<file path="src/hdl/nbme_pkg.sv">
package nbme_pkg;

    localparam int unsigned BATCH_DEPTH = 4;
    localparam int unsigned IDX_W       = $clog2(BATCH_DEPTH);
    localparam int unsigned CNT_W       = $clog2(BATCH_DEPTH + 1);

    localparam logic [7:0] C_ADDR_LO   = 8'hC0;
    localparam logic [7:0] C_ADDR_HI   = 8'hE0;
    localparam logic [7:0] C_POLL      = 8'h10;
    localparam logic [7:0] C_SHORT     = 8'hD0;
    localparam logic [7:0] C_LONG      = 8'h80;
    localparam logic [7:0] C_TX_DATA   = 8'h90;
    localparam logic [7:0] C_RX_DATA   = 8'hA0;
    localparam logic [7:0] C_PARITY    = 8'hB0;
    localparam logic [7:0] C_LO_MASK   = 8'h0F;
    localparam logic [7:0] C_HI_MASK   = 8'hF0;

    typedef enum logic [1:0] {
        KIND_START   = 2'd0,
        KIND_BYTE    = 2'd1,
        KIND_TIMEOUT = 2'd2,
        KIND_UNUSED  = 2'd3
    } kind_t;

    typedef enum logic {
        RES_TX     = 1'b0,
        RES_FINISH = 1'b1
    } res_kind_t;

    typedef enum logic [4:0] {
        PH_IDLE  = 5'b00001,
        PH_REPLY = 5'b00010,
        PH_PAR1  = 5'b00100,
        PH_DATA  = 5'b01000,
        PH_PAR2  = 5'b10000
    } phase_t;

    typedef struct packed {
        kind_t       kind;
        logic [7:0]  module_address;
        logic [15:0] send_data;
        logic        poll_only;
        logic [7:0]  retry_count;
        logic [7:0]  rx_byte;
    } item_t;

    typedef struct packed {
        res_kind_t   result_kind;
        logic [7:0]  tx_byte;
        logic        flush_before;
        logic        backoff_before;
        logic        success;
        logic        has_type_data;
        logic [3:0]  module_type;
        logic [15:0] response_data;
    } result_t;

    typedef struct packed {
        result_t [BATCH_DEPTH-1:0] res;
        logic [CNT_W-1:0]          cnt;
    } batch_t;

endpackage

</file>
<file path="src/hdl/nbme_seq.sv">
module nbme_seq (
    input  logic            clk,
    input  logic            rst_n,
    input  logic            fire,
    input  nbme_pkg::item_t item,
    output nbme_pkg::batch_t batch
);

    nbme_pkg::phase_t phase_reg, phase_next;
    logic [7:0]  saved_address_reg, saved_address_next;
    logic [15:0] saved_data_reg, saved_data_next;
    logic        saved_poll_reg, saved_poll_next;
    logic [7:0]  retries_reg, retries_next;
    logic [3:0]  tx_parity_reg, tx_parity_next;
    logic [3:0]  type_nibble_reg, type_nibble_next;
    logic        first_ok_reg, first_ok_next;
    logic [15:0] rx_data_reg, rx_data_next;
    logic [3:0]  rx_parity_reg, rx_parity_next;
    logic        format_ok_reg, format_ok_next;
    logic [1:0]  nibble_idx_reg, nibble_idx_next;

    logic [7:0]  sb0, sb1, reply, rx;
    logic [3:0]  rx_lo, par_acc;
    logic        do_fail, pre;
    nbme_pkg::result_t fa0, fa1;
    logic [nbme_pkg::CNT_W-1:0] fail_n;

    function automatic logic [7:0] addr_b0(input logic [7:0] addr);
        addr_b0 = nbme_pkg::C_ADDR_LO | {4'h0, addr[3:0]};
    endfunction

    function automatic logic [7:0] addr_b1(input logic [7:0] addr, input logic poll);
        addr_b1 = nbme_pkg::C_ADDR_HI | {4'h0, addr[7:4]} | (poll ? nbme_pkg::C_POLL : 8'h00);
    endfunction

    function automatic nbme_pkg::result_t mk_tx(input logic [7:0] b, input logic fl,
                                                input logic bo);
        nbme_pkg::result_t r;
        r                = '0;
        r.result_kind    = nbme_pkg::RES_TX;
        r.tx_byte        = b;
        r.flush_before   = fl;
        r.backoff_before = bo;
        mk_tx = r;
    endfunction

    function automatic nbme_pkg::result_t mk_fin(input logic ok, input logic htd,
                                                 input logic [3:0] ty, input logic [15:0] d);
        nbme_pkg::result_t r;
        r               = '0;
        r.result_kind   = nbme_pkg::RES_FINISH;
        r.success       = ok;
        r.has_type_data = htd;
        r.module_type   = ty;
        r.response_data = d;
        mk_fin = r;
    endfunction

    assign rx    = item.rx_byte;
    assign rx_lo = rx[3:0];
    assign sb0   = addr_b0(saved_address_reg);
    assign sb1   = addr_b1(saved_address_reg, saved_poll_reg);
    assign reply = nbme_pkg::C_PARITY | {4'h0, rx_parity_reg};

    always_comb
    begin
        if (retries_reg != 8'd0)
        begin
            fa0    = mk_tx(sb0, 1'b1, 1'b0);
            fail_n = nbme_pkg::CNT_W'(2);
        end
        else
        begin
            fa0    = mk_fin(1'b0, 1'b0, 4'h0, 16'h0000);
            fail_n = nbme_pkg::CNT_W'(1);
        end
        fa1 = mk_tx(sb1, 1'b0, 1'b0);
    end

    always_comb
    begin
        phase_next         = phase_reg;
        saved_address_next = saved_address_reg;
        saved_data_next    = saved_data_reg;
        saved_poll_next    = saved_poll_reg;
        retries_next       = retries_reg;
        tx_parity_next     = tx_parity_reg;
        type_nibble_next   = type_nibble_reg;
        first_ok_next      = first_ok_reg;
        rx_data_next       = rx_data_reg;
        rx_parity_next     = rx_parity_reg;
        format_ok_next     = format_ok_reg;
        nibble_idx_next    = nibble_idx_reg;
        batch              = '0;
        do_fail            = 1'b0;
        pre                = 1'b0;
        par_acc            = tx_parity_reg ^ rx_lo ^ item.send_data[3:0] ^ item.send_data[7:4]
                             ^ item.send_data[11:8] ^ item.send_data[15:12];

        case (item.kind)
            nbme_pkg::KIND_START:
            begin
                if (phase_reg == nbme_pkg::PH_IDLE)
                begin
                    saved_address_next = item.module_address;
                    saved_data_next    = item.send_data;
                    saved_poll_next    = item.poll_only;
                    retries_next       = item.retry_count;
                    tx_parity_next     = item.module_address[3:0] ^ item.module_address[7:4];
                    batch.res[0]       = mk_tx(addr_b0(item.module_address), 1'b1, 1'b0);
                    batch.res[1]       = mk_tx(addr_b1(item.module_address, item.poll_only),
                                               1'b0, 1'b0);
                    batch.cnt          = nbme_pkg::CNT_W'(2);
                    phase_next         = nbme_pkg::PH_REPLY;
                end
            end
            nbme_pkg::KIND_TIMEOUT:
            begin
                if (phase_reg != nbme_pkg::PH_IDLE)
                begin
                    do_fail = 1'b1;
                end
            end
            nbme_pkg::KIND_BYTE:
            begin
                case (phase_reg)
                    nbme_pkg::PH_REPLY:
                    begin
                        if ((rx & nbme_pkg::C_HI_MASK) == nbme_pkg::C_SHORT)
                        begin
                            if (rx_lo == tx_parity_reg)
                            begin
                                batch.res[0] = mk_fin(1'b1, 1'b0, 4'h0, 16'h0000);
                                batch.cnt    = nbme_pkg::CNT_W'(1);
                                phase_next   = nbme_pkg::PH_IDLE;
                            end
                            else
                            begin
                                do_fail = 1'b1;
                            end
                        end
                        else if ((rx & nbme_pkg::C_HI_MASK) == nbme_pkg::C_LONG)
                        begin
                            type_nibble_next = rx_lo;
                            for (int i = 0; i < 4; i++)
                            begin
                                batch.res[i] = mk_tx(nbme_pkg::C_TX_DATA
                                                     | {4'h0, saved_data_reg[i*4 +: 4]},
                                                     1'b0, i == 0);
                            end
                            par_acc        = tx_parity_reg ^ rx_lo ^ saved_data_reg[3:0]
                                             ^ saved_data_reg[7:4] ^ saved_data_reg[11:8]
                                             ^ saved_data_reg[15:12];
                            tx_parity_next = par_acc;
                            batch.cnt      = nbme_pkg::CNT_W'(4);
                            phase_next     = nbme_pkg::PH_PAR1;
                        end
                        else
                        begin
                            do_fail = 1'b1;
                        end
                    end
                    nbme_pkg::PH_PAR1:
                    begin
                        first_ok_next   = (rx == (nbme_pkg::C_PARITY | {4'h0, tx_parity_reg}));
                        rx_data_next    = 16'h0000;
                        rx_parity_next  = 4'h0;
                        format_ok_next  = 1'b1;
                        nibble_idx_next = 2'd0;
                        phase_next      = nbme_pkg::PH_DATA;
                    end
                    nbme_pkg::PH_DATA:
                    begin
                        if ((rx & nbme_pkg::C_HI_MASK) != nbme_pkg::C_RX_DATA)
                        begin
                            format_ok_next = 1'b0;
                        end
                        rx_data_next[{nibble_idx_reg, 2'b00} +: 4] =
                            rx_data_reg[{nibble_idx_reg, 2'b00} +: 4] | rx_lo;
                        rx_parity_next = rx_parity_reg ^ rx_lo;
                        if (nibble_idx_reg == 2'd3)
                        begin
                            nibble_idx_next = 2'd0;
                            phase_next      = nbme_pkg::PH_PAR2;
                        end
                        else
                        begin
                            nibble_idx_next = nibble_idx_reg + 2'd1;
                        end
                    end
                    nbme_pkg::PH_PAR2:
                    begin
                        if (first_ok_reg && format_ok_reg && rx == reply)
                        begin
                            batch.res[0] = mk_tx(reply, 1'b0, 1'b1);
                            batch.res[1] = mk_fin(1'b1, 1'b1, type_nibble_reg, rx_data_reg);
                            batch.cnt    = nbme_pkg::CNT_W'(2);
                            phase_next   = nbme_pkg::PH_IDLE;
                        end
                        else
                        begin
                            batch.res[0] = mk_tx(reply ^ nbme_pkg::C_LO_MASK, 1'b0, 1'b1);
                            pre          = 1'b1;
                            do_fail      = 1'b1;
                        end
                    end
                    default:
                    begin
                    end
                endcase
            end
            default:
            begin
            end
        endcase

        if (do_fail)
        begin
            batch.res[{1'b0, pre}]         = fa0;
            batch.cnt                      = nbme_pkg::CNT_W'(pre) + fail_n;
            if (retries_reg != 8'd0)
            begin
                batch.res[{1'b0, pre} + 2'd1] = fa1;
                retries_next                  = retries_reg - 8'd1;
                tx_parity_next                = saved_address_reg[3:0] ^ saved_address_reg[7:4];
                phase_next                    = nbme_pkg::PH_REPLY;
            end
            else
            begin
                phase_next = nbme_pkg::PH_IDLE;
            end
        end
    end

    always_ff @(posedge clk or negedge rst_n)
    begin
        if (!rst_n)
        begin
            phase_reg         <= nbme_pkg::PH_IDLE;
            saved_address_reg <= 8'h00;
            saved_data_reg    <= 16'h0000;
            saved_poll_reg    <= 1'b0;
            retries_reg       <= 8'h00;
            tx_parity_reg     <= 4'h0;
            type_nibble_reg   <= 4'h0;
            first_ok_reg      <= 1'b0;
            rx_data_reg       <= 16'h0000;
            rx_parity_reg     <= 4'h0;
            format_ok_reg     <= 1'b1;
            nibble_idx_reg    <= 2'd0;
        end
        else if (fire)
        begin
            phase_reg         <= phase_next;
            saved_address_reg <= saved_address_next;
            saved_data_reg    <= saved_data_next;
            saved_poll_reg    <= saved_poll_next;
            retries_reg       <= retries_next;
            tx_parity_reg     <= tx_parity_next;
            type_nibble_reg   <= type_nibble_next;
            first_ok_reg      <= first_ok_next;
            rx_data_reg       <= rx_data_next;
            rx_parity_reg     <= rx_parity_next;
            format_ok_reg     <= format_ok_next;
            nibble_idx_reg    <= nibble_idx_next;
        end
    end

endmodule

</file>
<file path="src/hdl/nbme_emit.sv">
module nbme_emit (
    input  logic              clk,
    input  logic              rst_n,
    input  logic              load,
    input  nbme_pkg::batch_t  batch,
    input  logic              out_ready,
    output logic              out_valid,
    output nbme_pkg::result_t out_res,
    output logic              out_last,
    output logic              free
);

    nbme_pkg::result_t [nbme_pkg::BATCH_DEPTH-1:0] res_reg;
    logic                      busy_reg;
    logic [nbme_pkg::IDX_W-1:0] idx_reg;
    logic [nbme_pkg::IDX_W-1:0] last_idx_reg;
    logic                      done;

    assign out_valid = busy_reg;
    assign out_res   = res_reg[idx_reg];
    assign out_last  = (idx_reg == last_idx_reg);
    assign done      = busy_reg && out_ready && out_last;
    assign free      = !busy_reg || done;

    always_ff @(posedge clk or negedge rst_n)
    begin
        if (!rst_n)
        begin
            busy_reg     <= 1'b0;
            idx_reg      <= '0;
            last_idx_reg <= '0;
        end
        else if (load)
        begin
            busy_reg     <= 1'b1;
            idx_reg      <= '0;
            last_idx_reg <= nbme_pkg::IDX_W'(batch.cnt - nbme_pkg::CNT_W'(1));
        end
        else if (busy_reg && out_ready)
        begin
            if (out_last)
            begin
                busy_reg <= 1'b0;
            end
            else
            begin
                idx_reg <= idx_reg + nbme_pkg::IDX_W'(1);
            end
        end
    end

    always_ff @(posedge clk)
    begin
        if (load)
        begin
            res_reg <= batch.res;
        end
    end

endmodule

</file>
<file path="src/hdl/nibble_bus_master_exchange_unit.sv">
// Channel  Dir  tdata / tuser / tlast
// s_       in   tdata: module_address, send_data, poll_only, retry_count, rx_byte; tuser: kind
// m_       out  tdata: tx_byte, flags, module_type, response_data; tuser: result_kind; tlast
//
// An item is held in the input register, then its results (zero to four) load the
// result batch in one pass; the batch hands out one result per cycle while m_tready is high,
// and items with no result step without waiting for the batch or loading it.
// The next item is taken while a batch still drains; one with results steps once it frees.
// Reset: bus state idle, input register and batch empty. m_tready low holds the batch; an
// item with results then waits in the input register and s_tready drops.
module nibble_bus_master_exchange_unit (
    input  logic        clk,
    input  logic        rst_n,
    input  logic        s_tvalid,
    output logic        s_tready,
    input  logic [47:0] s_tdata,  // module_address, send_data, poll_only, retry_count, rx_byte
    input  logic [1:0]  s_tuser,  // kind
    output logic        m_tvalid,
    input  logic        m_tready,
    output logic [31:0] m_tdata,  // tx_byte, flush_before, backoff_before, success,
                                  // has_type_data, module_type, response_data
    output logic        m_tuser,  // result_kind
    output logic        m_tlast
);

    nbme_pkg::item_t   item_reg;
    logic              in_valid_reg;
    nbme_pkg::batch_t  batch;
    nbme_pkg::result_t res;
    logic              fire, load, free;

    assign fire     = in_valid_reg && (batch.cnt == '0 || free);
    assign load     = fire && batch.cnt != '0;
    assign s_tready = !in_valid_reg || fire;

    always_ff @(posedge clk or negedge rst_n)
    begin
        if (!rst_n)
        begin
            in_valid_reg <= 1'b0;
        end
        else if (s_tvalid && s_tready)
        begin
            in_valid_reg <= 1'b1;
        end
        else if (fire)
        begin
            in_valid_reg <= 1'b0;
        end
    end

    always_ff @(posedge clk)
    begin
        if (s_tvalid && s_tready)
        begin
            item_reg.kind           <= nbme_pkg::kind_t'(s_tuser);
            item_reg.module_address <= s_tdata[7:0];
            item_reg.send_data      <= s_tdata[23:8];
            item_reg.poll_only      <= s_tdata[24];
            item_reg.retry_count    <= s_tdata[32:25];
            item_reg.rx_byte        <= s_tdata[40:33];
        end
    end

    nbme_seq u_seq (
        .clk   (clk),
        .rst_n (rst_n),
        .fire  (fire),
        .item  (item_reg),
        .batch (batch)
    );

    nbme_emit u_emit (
        .clk       (clk),
        .rst_n     (rst_n),
        .load      (load),
        .batch     (batch),
        .out_ready (m_tready),
        .out_valid (m_tvalid),
        .out_res   (res),
        .out_last  (m_tlast),
        .free      (free)
    );

    assign m_tuser = res.result_kind;
    assign m_tdata = {res.response_data, res.module_type, res.has_type_data, res.success,
                      res.backoff_before, res.flush_before, res.tx_byte};

`ifndef SYNTH
    a_finish_last: assert property (@(posedge clk) disable iff (!rst_n)
        m_tvalid && m_tuser |-> m_tlast)
        else $error("finish item not last");

    a_type_data_ok: assert property (@(posedge clk) disable iff (!rst_n)
        m_tvalid && m_tdata[11] |-> m_tdata[10] && m_tuser)
        else $error("type data without success");

    a_flush_first: assert property (@(posedge clk) disable iff (!rst_n)
        m_tvalid && m_tdata[8] |-> !m_tuser && !m_tlast && !m_tdata[9])
        else $error("flush on wrong item");

    a_no_step_busy: assert property (@(posedge clk) disable iff (!rst_n)
        load |-> free)
        else $error("batch overwritten");
`endif

endmodule
</file>
<file path="config.mk">
export PLATFORM = sky130hd
export DESIGN_NAME = nibble_bus_master_exchange_unit
export DESIGN_NICKNAME = d
export VERILOG_FILES = /design/src/hdl/nbme_pkg.sv /design/src/hdl/nbme_seq.sv /design/src/hdl/nbme_emit.sv /design/src/hdl/nibble_bus_master_exchange_unit.sv
export SDC_FILE = /design/constraint.sdc
export NUM_CORES = 1
export LEC_CHECK = 0
export BUFFER_PORTS_ARGS = -buffer_cell sky130_fd_sc_hd__buf_2
export CAP_MARGIN = 20
export CELL_PAD_IN_SITES_DETAIL_PLACEMENT = 0
export CELL_PAD_IN_SITES_GLOBAL_PLACEMENT = 1
export CORE_ASPECT_RATIO = 0.75
export CORE_MARGIN = 5
export CORE_UTILIZATION = 43
export CTS_CLUSTER_SIZE = 12
export DETAILED_ROUTE_END_ITERATION = 10
export PLACE_DENSITY_LB_ADDON = 0.1
export SETUP_SLACK_MARGIN = 0.3
export SYNTH_ARGS = -nofsm -noshare
export SYNTH_HDL_FRONTEND = slang
export SYNTH_SLANG_ARGS = --single-unit
</file>
<file path="constraint.sdc">
create_clock -name clk -period 5.4 [get_ports clk]
set_clock_uncertainty 0.15 [all_clocks]
set_input_delay 0.27 -clock clk [delete_from_list [all_inputs] [get_ports clk]]
set_output_delay 0.27 -clock clk [all_outputs]
set_load 0.005 [all_outputs]
</file>
==> impl_metrics.yaml, run 1 <==
floorplanning:
  fp.dieH_um: 131
  std_cell_rows: 44
  die_area_sq_um: 22600
  die_w_um: 172
  start_util_pct: 43.7
  fp.coreArea_sq_um: 19400
  ios: 90
place:
  dp_hpwl_um: 15000
  io_buffer_count: 82
  dp_slack_ns: 1.06
  placed_cells: 1008
  dpl_cell_area_sq_um: 9140
  gp_congestion: 0.849
sta:
  rsz0062_at_grt: "false"
  period_needed_ns: 4.40
  setup_violations: 0
  slew_headroom_pct: 31.3
  max_freq_ghz: 0.227
  slew_violations: 0
  hold_viol_final: 0
  period_share_pct: 81.4
  finalWorstSetupSlack_ns: 1.00
  tightest_slew_ns: 1.02
  setup_tns_ns: 0
clock_network:
  path_clk_slew_ns: 0.06
  hold_buffers: 45
  cts_made_buffers: 17
  h-tree-depth: 4
  cts_tree: "built"
  clk_latency_ns: 0.43
  clock_path_buffers: 2
  cts_setup_buffers: 0
  cts_root_buffer: "clkbuf_16"
  cts.sinks: 172
  cts_resized: 0
setup_path:
  cp.required_ns: 4.98
  critPathKind: "reg2out"
  critPathCaptureType: "output port"
  arrival_ns: 3.98
  startpoint: "item_reg[2]"
  worst_r2r_path_depth: 13
  startpoint_type: "flip-flop"
  critPathMaxFanout: 22
  crit-reg2reg-launch: "item_reg[2]"
cells_and_area:
  largest_register_ffs: 53
  nNetsFinal: 890
  n_antenna_cell: 0
  final_area_sq_um: 10200
  area.growth.synth_to_final_pct: 20.6
  multi_input_area_sq_um: 3420
  drive_gt1_share_pct: 23.7
  fin_cells: 1087
  regArea_sq_um: 4790
  fillers: 1706
synth:
  synth_seq_cells: 172
  synthCells: 699
  synth_flop_cell: "edfxtp_1"
  ys_seq_area_share_pct: 56.6
  synth_nets: 768
  syn-cell-area_sq_um: 8460
  ys_async_sr_fraction_pct: 44.2
  ys_types: 71
  synth_edf_count: 96
  yosysWarnings: 0
  avgSynthCellArea_sq_um: 12.1
global_routing:
  grt_max_degree: 77
  grt_pass1_wl_um: 33700
  grt_usage_pct: 19.3
  grt.overflow.total: 0
  grt_pass1_vias: 5924
  grt_antenna_before_repair: 0
min_path:
  hp-class: "in2reg"
  min_path_cells: 3
  hp-start: "m_tready"
drt:
  first_pass_iters: 5
  wl_um: 21300
  drt-vias-per-instance: 5.53
  drtAntennaViolNets: 0
  wl_per_cell_um: 19.6
  dr_total_vias: 6014
  drtIter0Drc: 518
  drc: 0
power_and_ir_drop:
  leakagePower_uw: 0.00422
  ir_drop_uv: 309
  p_per_area_nw_per_um2: 379
  design_power_total_uw: 3870
job:
  drv_cap: 0
outcome:
  status: "finished, final reports clean"
==> cells in the final DEF, fill, tap and decap left out, types with 5 or more instances in the layout <==
master	count
inv_6	6
nand3_1	7
and3_1	20
dfrtp_1	74
xor2_1	5
nor4_1	5
nand4_1	6
xnor2_1	26
nor2_1	51
ha_1	15
nand2b_1	10
edfxtp_1	96
clkbuf_16	17
a31oi_1	6
mux4_2	10
o21ai_0	52
a21oi_1	28
and2_1	30
nand4b_1	5
nand2_1	36
dlygate4sd3_1	45
mux2_2	38
a22oi_1	15
mux2i_1	6
inv_1	15
a22o_1	11
o22a_1	6
buf_2	81
buf_4	15
==> critical path: stages, from the launching register on <==
cell	delay (ns)
edfxtp_1	0.57
xor2_1	0.23
or4_4	0.53
o21ai_4	0.27
inv_2	0.23
o31ai_4	0.41
nand2_1	0.17
o21a_1	0.16
ha_1	0.19
o21ai_1	0.09
o21ai_0	0.19
nor2_1	0.32
inv_1	0.06
buf_2	0.13
==> final timing paths <==
kind                                                end  slack [ns]
min in group asynchronous       u_seq.nibble_idx_reg[1]        0.20
max in group asynchronous            u_seq.phase_reg[0]        4.26
worst min-delay path                  u_emit.idx_reg[0]        0.12
worst min register to register  u_seq.saved_data_reg[1]        0.32
worst max register to register       u_seq.phase_reg[3]        1.06
worst max-delay path                           s_tready        1.00
==> metrics by stage <==
| step | hold WS (ns) | util (%) |
|---|---|---|
| 2_1_floorplan | -0.176 | - |
| 3_5_place_dp | 0.298 | 47.1 |
| 5_1_grt | 0.118 | 52.7 |
| 4_1_cts | 0.0980 | 52.5 |
| 6_report | 0.116 | 52.7 |
| 3_3_place_gp | 0.296 | 47.1 |
==> Yosys cell counts, types with 10 or more instances <==
cell	count	share of area, %
and2_1	30	2.2
xnor2_1	26	2.7
a22oi_1	15	1.3
nand2b_1	10	0.74
and3_1	20	1.5
mux2_2	38	5.1
o21ai_0	52	3.1
dfrtp_1	74	22
ha_1	15	2.2
mux4_2	10	2.7
clkbuf_1	26	1.2
nand2_1	36	1.6
edfxtp_1	96	34
a22o_1	11	1.1
a21oi_1	28	1.7
inv_1	16	0.71
nor2_1	51	2.3
==> cell families (layout without fill, tap and decap cells) <==
family          count (synthesis)  count (layout)  synth area share, %
fa+ha+maj                      15              15                 2.22
compound gates                167             167                 13.2
simple gates                  200             200                 12.7
flops                         172             172                 56.6
xor+xnor                       32              32                 3.47
buf+inv                        58             193                 3.22
mux                            55              55                 8.60
==> routing by layer <==
| metal | track usage [%] | vias up | wire, um |
|---|---|---|---|
| met4 | 3.01 | 0 | 124 |
| met5 | 0 | - | 0 |
| met2 | 26.4 | 210 | 8780 |
| met1 | 31.0 | 2948 | 10800 |
| li1 | - | 2846 | - |
| met3 | 5.38 | 10 | 1580 |
==> final cells by class <==
class | count | area share [%]
timing repair buffer | 144 | 10.2
clock buffer | 18 | 4.20
sequential | 172 | 46.9
inverter | 17 | 0.625
clock inverter | 14 | 1.53
multi-input combinational | 469 | 33.5
tap | 253 | 3.10
==> power by group <==
part,internal (uW),switching [uW]
Sequential,1570,197
Combinational,426,441
Clock,691,540
(Power assumes the default switching activity.)
==> run 2: changes to the inputs <==
ABC_AREA = 1   (was default)
CORE_UTILIZATION = 41   (was 43)
clock period = 3.65 ns   (was 5.4 ns; I/O delays follow)
==> run 2 against run 1 <==
  * Design area is 6.8% higher
  * Utilization grew 0.64 points
  * Via count increased by 16%
  * Total power up 92%
  * Sequential cell count unchanged
  * Sequential power increased by 66%
  * Die area is 6.3% higher
  * Cell count is 30% higher
  * Synthesized cell count rose by 37%
  * Clock power up 51%
  * Highest routed layer unchanged
==> impl_metrics.yaml, run 2 <==
synth:
  synth_edf_count: 96
  synth_flop_cell: "edfxtp_1"
  ys_types: 46
  ys_async_sr_fraction_pct: 44.2
  synth.area.top_cells: "edfxtp_1 (33%), dfrtp_1 (21%), nand2_1 (10%)"
  synth_top_area_share_pct: 33.5
  synth_nets: 1027
  synthCells: 958
  avgSynthCellArea_sq_um: 8.99
  syn-cell-area_sq_um: 8620
  yosysWarnings: 0
  ys_seq_area_share_pct: 55.6
  synth_common_cells: "nand2_1 (240), inv_1 (97), nor2_1 (97), edfxtp_1 (96), dfrtp_1 (74)"
  synth_seq_cells: 172
  synth_top_area_cell: "edfxtp_1"
  yosysMostFrequentCell: "nand2_1"
cells_and_area:
  final_cell_mix: "nand2_1 (238), edfxtp_1 (96), inv_1 (92), nor2_1 (92), buf_2 (81)"
  drive_gt1_share_pct: 18.2
  largest_register_ffs: 53
  nNetsFinal: 1189
  final_area_sq_um: 10900
  fin_cells: 1415
  layout_commonest_cell: "nand2_1"
  area.growth.synth_to_final_pct: 26.4
  n_antenna_cell: 0
min_path:
  hp-class: "in2async"
sta:
  setup_violations: 0
  hold_viol_final: 0
  rsz0062_at_grt: "false"
  slew_headroom_pct: 43.0
  slew_violations: 0
  max_freq_ghz: 0.319
  fin_worst_hold_slack_ns: 0.244
  setup_tns_ns: 0
  tightest_slew_ns: 0.856
  period_share_pct: 85.8
  period_needed_ns: 3.13
place:
  io_buffer_count: 82
  dpl_cell_area_sq_um: 9510
  gp_congestion: 0.847
  dp_hpwl_um: 16500
  placed_cells: 1314
clock_network:
  path_clk_slew_ns: 0.07
  cts.sinks: 172
  clk_latency_ns: 0.43
  h-tree-depth: 4
  cts_made_buffers: 17
  cts_root_buffer: "clkbuf_16"
  clock_path_buffers: 2
  cts_tree: "built"
global_routing:
  grt.overflow.total: 0
  grt_pass1_vias: 6408
  grt_usage_pct: 19.9
  grt_max_degree: 61
  grt_antenna_before_repair: 0
  grt_pass1_wl_um: 36800
power_and_ir_drop:
  p_per_area_nw_per_um2: 682
  ir_drop_uv: 309
  design_power_total_uw: 7440
  leakagePower_uw: 0.00481
drt:
  first_pass_iters: 5
  wl_per_cell_um: 16.6
  drt-vias-per-instance: 4.91
  dr_total_vias: 6949
  drtIter0Drc: 591
  drc: 0
  drtAntennaViolNets: 0
  wl_um: 23500
setup_path:
  crit-reg2reg-launch: "item_reg[6]"
  critPathCaptureType: "output port"
  crit_path_top_delay_cell: "edfxtp_1"
  slowest_delay_ns: 0.41
  critPathMaxFanout: 10
  worst_r2r_path_depth: 16
  regToRegSetupSlack_ns: 0.52
  rr_endpoint: "u_emit.res_reg[53]"
  critPathKind: "reg2out"
  cp.required_ns: 3.32
  cp_cell_sequence: "inv_1, nand4_1, nor2_2, nand3_2, nand2_4, nand3_4, nand2_8, inv_1, nor3_2, nor2_1, ha_2, nand3_4, nand3_2, buf_2"
  arrival_ns: 2.80
  startpoint_type: "flip-flop"
outcome:
  status: "finished, final reports clean"
floorplanning:
  start_util_pct: 42.2
  fp.dieH_um: 136
  die_w_um: 177
  std_cell_rows: 45
  ios: 90
  die_area_sq_um: 24000
  fp.coreArea_sq_um: 20400
job:
  drv_cap: 0
run 2: cell types whose count changed after synthesis, sizes merged, moves of 18 or more:
cell   change
and3      -20
nand3     +51
mux2      -39
nand2    +208
and2      -30
inv       +87
nor3      +23
o21ai     +18
nor2      +49
run 2: power by group:
part	internal, uW	switching, uW
Combinational	1020	1620
Sequential	2580	356
Clock	997	863
Total	4600	2840
run 2: cell families after synthesis:
logic type      after synthesis  synth area share [%]
buf+inv                     137                  6.27
fa+ha+maj                    15                  2.18
xor+xnor                     30                  3.05
flops                       172                  55.6
mux                           2                 0.232
simple gates                446                  22.1
compound gates              156                  10.6
run 2: through the flow:
step,util [%],setup WS [ns]
floorplan,-,0.302
global placement,46.5,0.265
detailed placement,46.5,0.140
CTS,52.0,0.322
global route,53.3,0.319
finish,53.3,0.518
run 2: critical path, delay by kind of cell (launching register included):
| kind | cells | cell delay (ns) |
|---|---|---|
| buf+inv | 3 | 0.33 |
| simple gates | 10 | 1.43 |
| flops | 1 | 0.41 |
| fa+ha+maj | 1 | 0.20 |
run 2: what timing repair did:
item / CTS / global route
resized for setup: 2 / 17
endpoints found under the hold margin: 104 / 0
cloned: 0 / 5
hold buffers: 46 / 0
setup endpoints to repair: 133 / 158
pin swaps: 2 / 9
buffers inserted: 4 / 14
run 2: metal layers:
metal	part of all wire, %	track usage, %	vias to the layer above
met3	4.8	3.13	15
met1	55	33.8	3266
li1	-	-	3507
met2	40	26.1	161
met5	0	0	-
met4	0.85	4.34	0
run 2: final cells by class:
cell class                 count  area, sq um
sequential                   172         4790
clock inverter                14          176
fill                        1913         9540
tap                          282          353
timing repair buffer         175         1350
multi-input combinational    649         3380
clock buffer                  18          439
inverter                     105          412
run 2: how the worst max path moves through the flow:
stage / from / end / slack [ns]
after floorplan: item_reg[42] / u_emit.res_reg[123] / 0.30
after global placement: item_reg[42] / u_emit.res_reg[123] / 0.27
after detailed placement: item_reg[42] / u_emit.res_reg[123] / 0.14
after CTS: item_reg[2] / s_tready / 0.32
after global routing: item_reg[6] / u_seq.phase_reg[3] / 0.32
final: item_reg[6] / s_tready / 0.52
==> run 3: changes to the inputs <==
CORE_UTILIZATION = 49   (was 41)
clock period = 3.7 ns   (was 3.65 ns; I/O delays follow)
==> run 3 against run 2 <==
  * Combinational power is essentially flat
  * Routed wire length shrank 2.2%
  * Hold slack lost 0.15 ns
  * Non-clock buffer count grew 2
  * Setup slack lost 0.074 ns
  * Design area is essentially flat
  * Utilization grew 9.2 points
  * Sequential power is essentially flat
  * Global-route usage grew 2.6 points
  * Cell count shrank 2.6%
  * Sequential cell count is the same
  * Sequential share of layout area is essentially flat
  * Largest cell class unchanged
==> impl_metrics.yaml, run 3 (synthesis gave the netlist of run 2 again) <==
floorplanning:
  fp.coreArea_sq_um: 17400
  die_area_sq_um: 20400
  std_cell_rows: 42
  die_w_um: 163
  fp.dieH_um: 125
  ios: 90
  start_util_pct: 49.4
power_and_ir_drop:
  p_comb_share_pct: 35.1
  p_per_area_nw_per_um2: 681
  swShare_pct: 37.1
  ir_drop_uv: 343
  clockPowerShare_pct: 25.8
  seqPwrFrac_pct: 39.1
  leakagePower_uw: 0.00488
  p_int_uw: 4670
  netSwitchingPower_uw: 2750
drt:
  drtAntennaViolNets: 0
  first_pass_iters: 5
  wl_per_cell_um: 16.7
  drtIter0Drc: 618
  drc: 0
  dr_total_vias: 7090
  drt-vias-per-instance: 5.15
  wl_um: 23000
clock_network:
  cts.sinks: 172
  cts_root_buffer: "clkbuf_16"
  clock_path_buffers: 2
  cts_made_buffers: 17
  h-tree-depth: 4
  cts_tree: "built"
  path_clk_slew_ns: 0.07
  clk_latency_ns: 0.44
cells_and_area:
  nNetsFinal: 1192
  drive_gt1_share_pct: 18.0
  n_antenna_cell: 0
  final_core_util_pct: 62.5
  final_cell_mix: "nand2_1 (239), edfxtp_1 (96), nor2_1 (94)"
  area.growth.synth_to_final_pct: 26.6
  largest_register_ffs: 53
  fin_cells: 1378
  layout_commonest_cell: "nand2_1"
global_routing:
  grt_max_degree: 77
  grt.overflow.total: 0
  grt_pass1_vias: 6377
  grt_pass1_wl_um: 35700
  grt_usage_pct: 22.5
  grt_antenna_before_repair: 0
setup_path:
  cp.required_ns: 3.71
  critPathMaxFanout: 10
  arrival_ns: 3.26
  regToRegSetupSlack_ns: 0.44
  startpoint_type: "flip-flop"
  rr_endpoint: "u_emit.res_reg[45]"
  worst_r2r_path_depth: 17
  critPathKind: "reg2reg"
  critPathCaptureType: "flip-flop"
  crit-reg2reg-launch: "item_reg[5]"
min_path:
  hp-class: "in2async"
sta:
  hold_viol_final: 0
  setup_violations: 0
  finalWorstSetupSlack_ns: 0.444
  tightest_slew_ns: 0.775
  slew_headroom_pct: 48.2
  period_needed_ns: 3.26
  setup_tns_ns: 0
  period_share_pct: 88.0
  max_freq_ghz: 0.307
  slew_violations: 0
  rsz0062_at_grt: "false"
place:
  gp_congestion: 0.857
  placed_cells: 1274
  dp_hpwl_um: 15500
  io_buffer_count: 82
  dp_slack_ns: 0.144
job:
  drv_cap: 0
outcome:
  status: "finished, final reports clean"
run 3: repair_timing:
item	4_1_cts	5_1_grt
resized for setup	2	12
setup buffers	1	18
hold endpoints to repair	119	0
pin swaps	1	6
gates cloned	0	6
endpoints found under the setup margin	101	131
hold buffers	46	0
run 3: worst max-delay path by stage:
stage | end | start | cells past startpoint
after global placement | u_emit.res_reg[50] | item_reg[6] | 16
after global routing | s_tready | item_reg[2] | 14
final | u_emit.res_reg[45] | item_reg[5] | 17
after CTS | u_emit.res_reg[50] | item_reg[6] | 15
after detailed placement | u_emit.res_reg[50] | item_reg[6] | 16
after floorplan | u_emit.res_reg[123] | item_reg[42] | 16
run 3: worst max-delay path: stages (launching register included):
cell and delay, ns:
edfxtp_1 0.38, inv_1 0.08, nand2_1 0.06, nor2_1 0.30
nand3_2 0.20, nand2_2 0.13, nand3_4 0.10, nand2_4 0.15
buf_4 0.16, o211ai_1 0.08, inv_1 0.07, ha_2 0.19
nand3_4 0.12, a21oi_4 0.25, nand2_4 0.13, clkinvlp_4 0.12
buf_4 0.15, clkbuf_16 0.15
run 3: per-stage QoR:
step / hold WS, ns / instance area [sq um] / total power, uW
global placement: 0.211 / 9460 / 5290
finish: 0.0911 / 10900 / 7420
CTS: 0.286 / 10600 / 7280
detailed placement: 0.213 / 9460 / 5320
global route: 0.127 / 10900 / 7910
floorplan: -0.261 / 8670 / 4490
run 3: cell type report:
| type | instances | area (sq um) |
|---|---|---|
| Clock buffer | 17 | 425 |
| Clock inverter | 15 | 201 |
| Fill cell | 1499 | 6540 |
| Inverter | 105 | 409 |
| Multi-Input combinational cell | 649 | 3360 |
| Sequential cell | 172 | 4790 |
| Tap cell | 242 | 303 |
| Timing Repair Buffer | 177 | 1420 |
| Timing Repair inverter | 1 | 5.00 |
run 3: routing by layer:
layer  global-route usage (%)  part of all wire [%]
met5                        0                     0
met3                     4.43                   6.5
met4                     4.88                  0.94
met1                     38.2                    52
met2                     29.0                    40
run 3: power groups by stage:
stage	registers (uW)	logic (uW)	clock network, uW
floorplan	2830	1660	0
global placement	2910	2380	0
detailed placement	2930	2390	0
CTS	2890	2450	1940
global route	2960	2930	2030
finish	2900	2610	1920
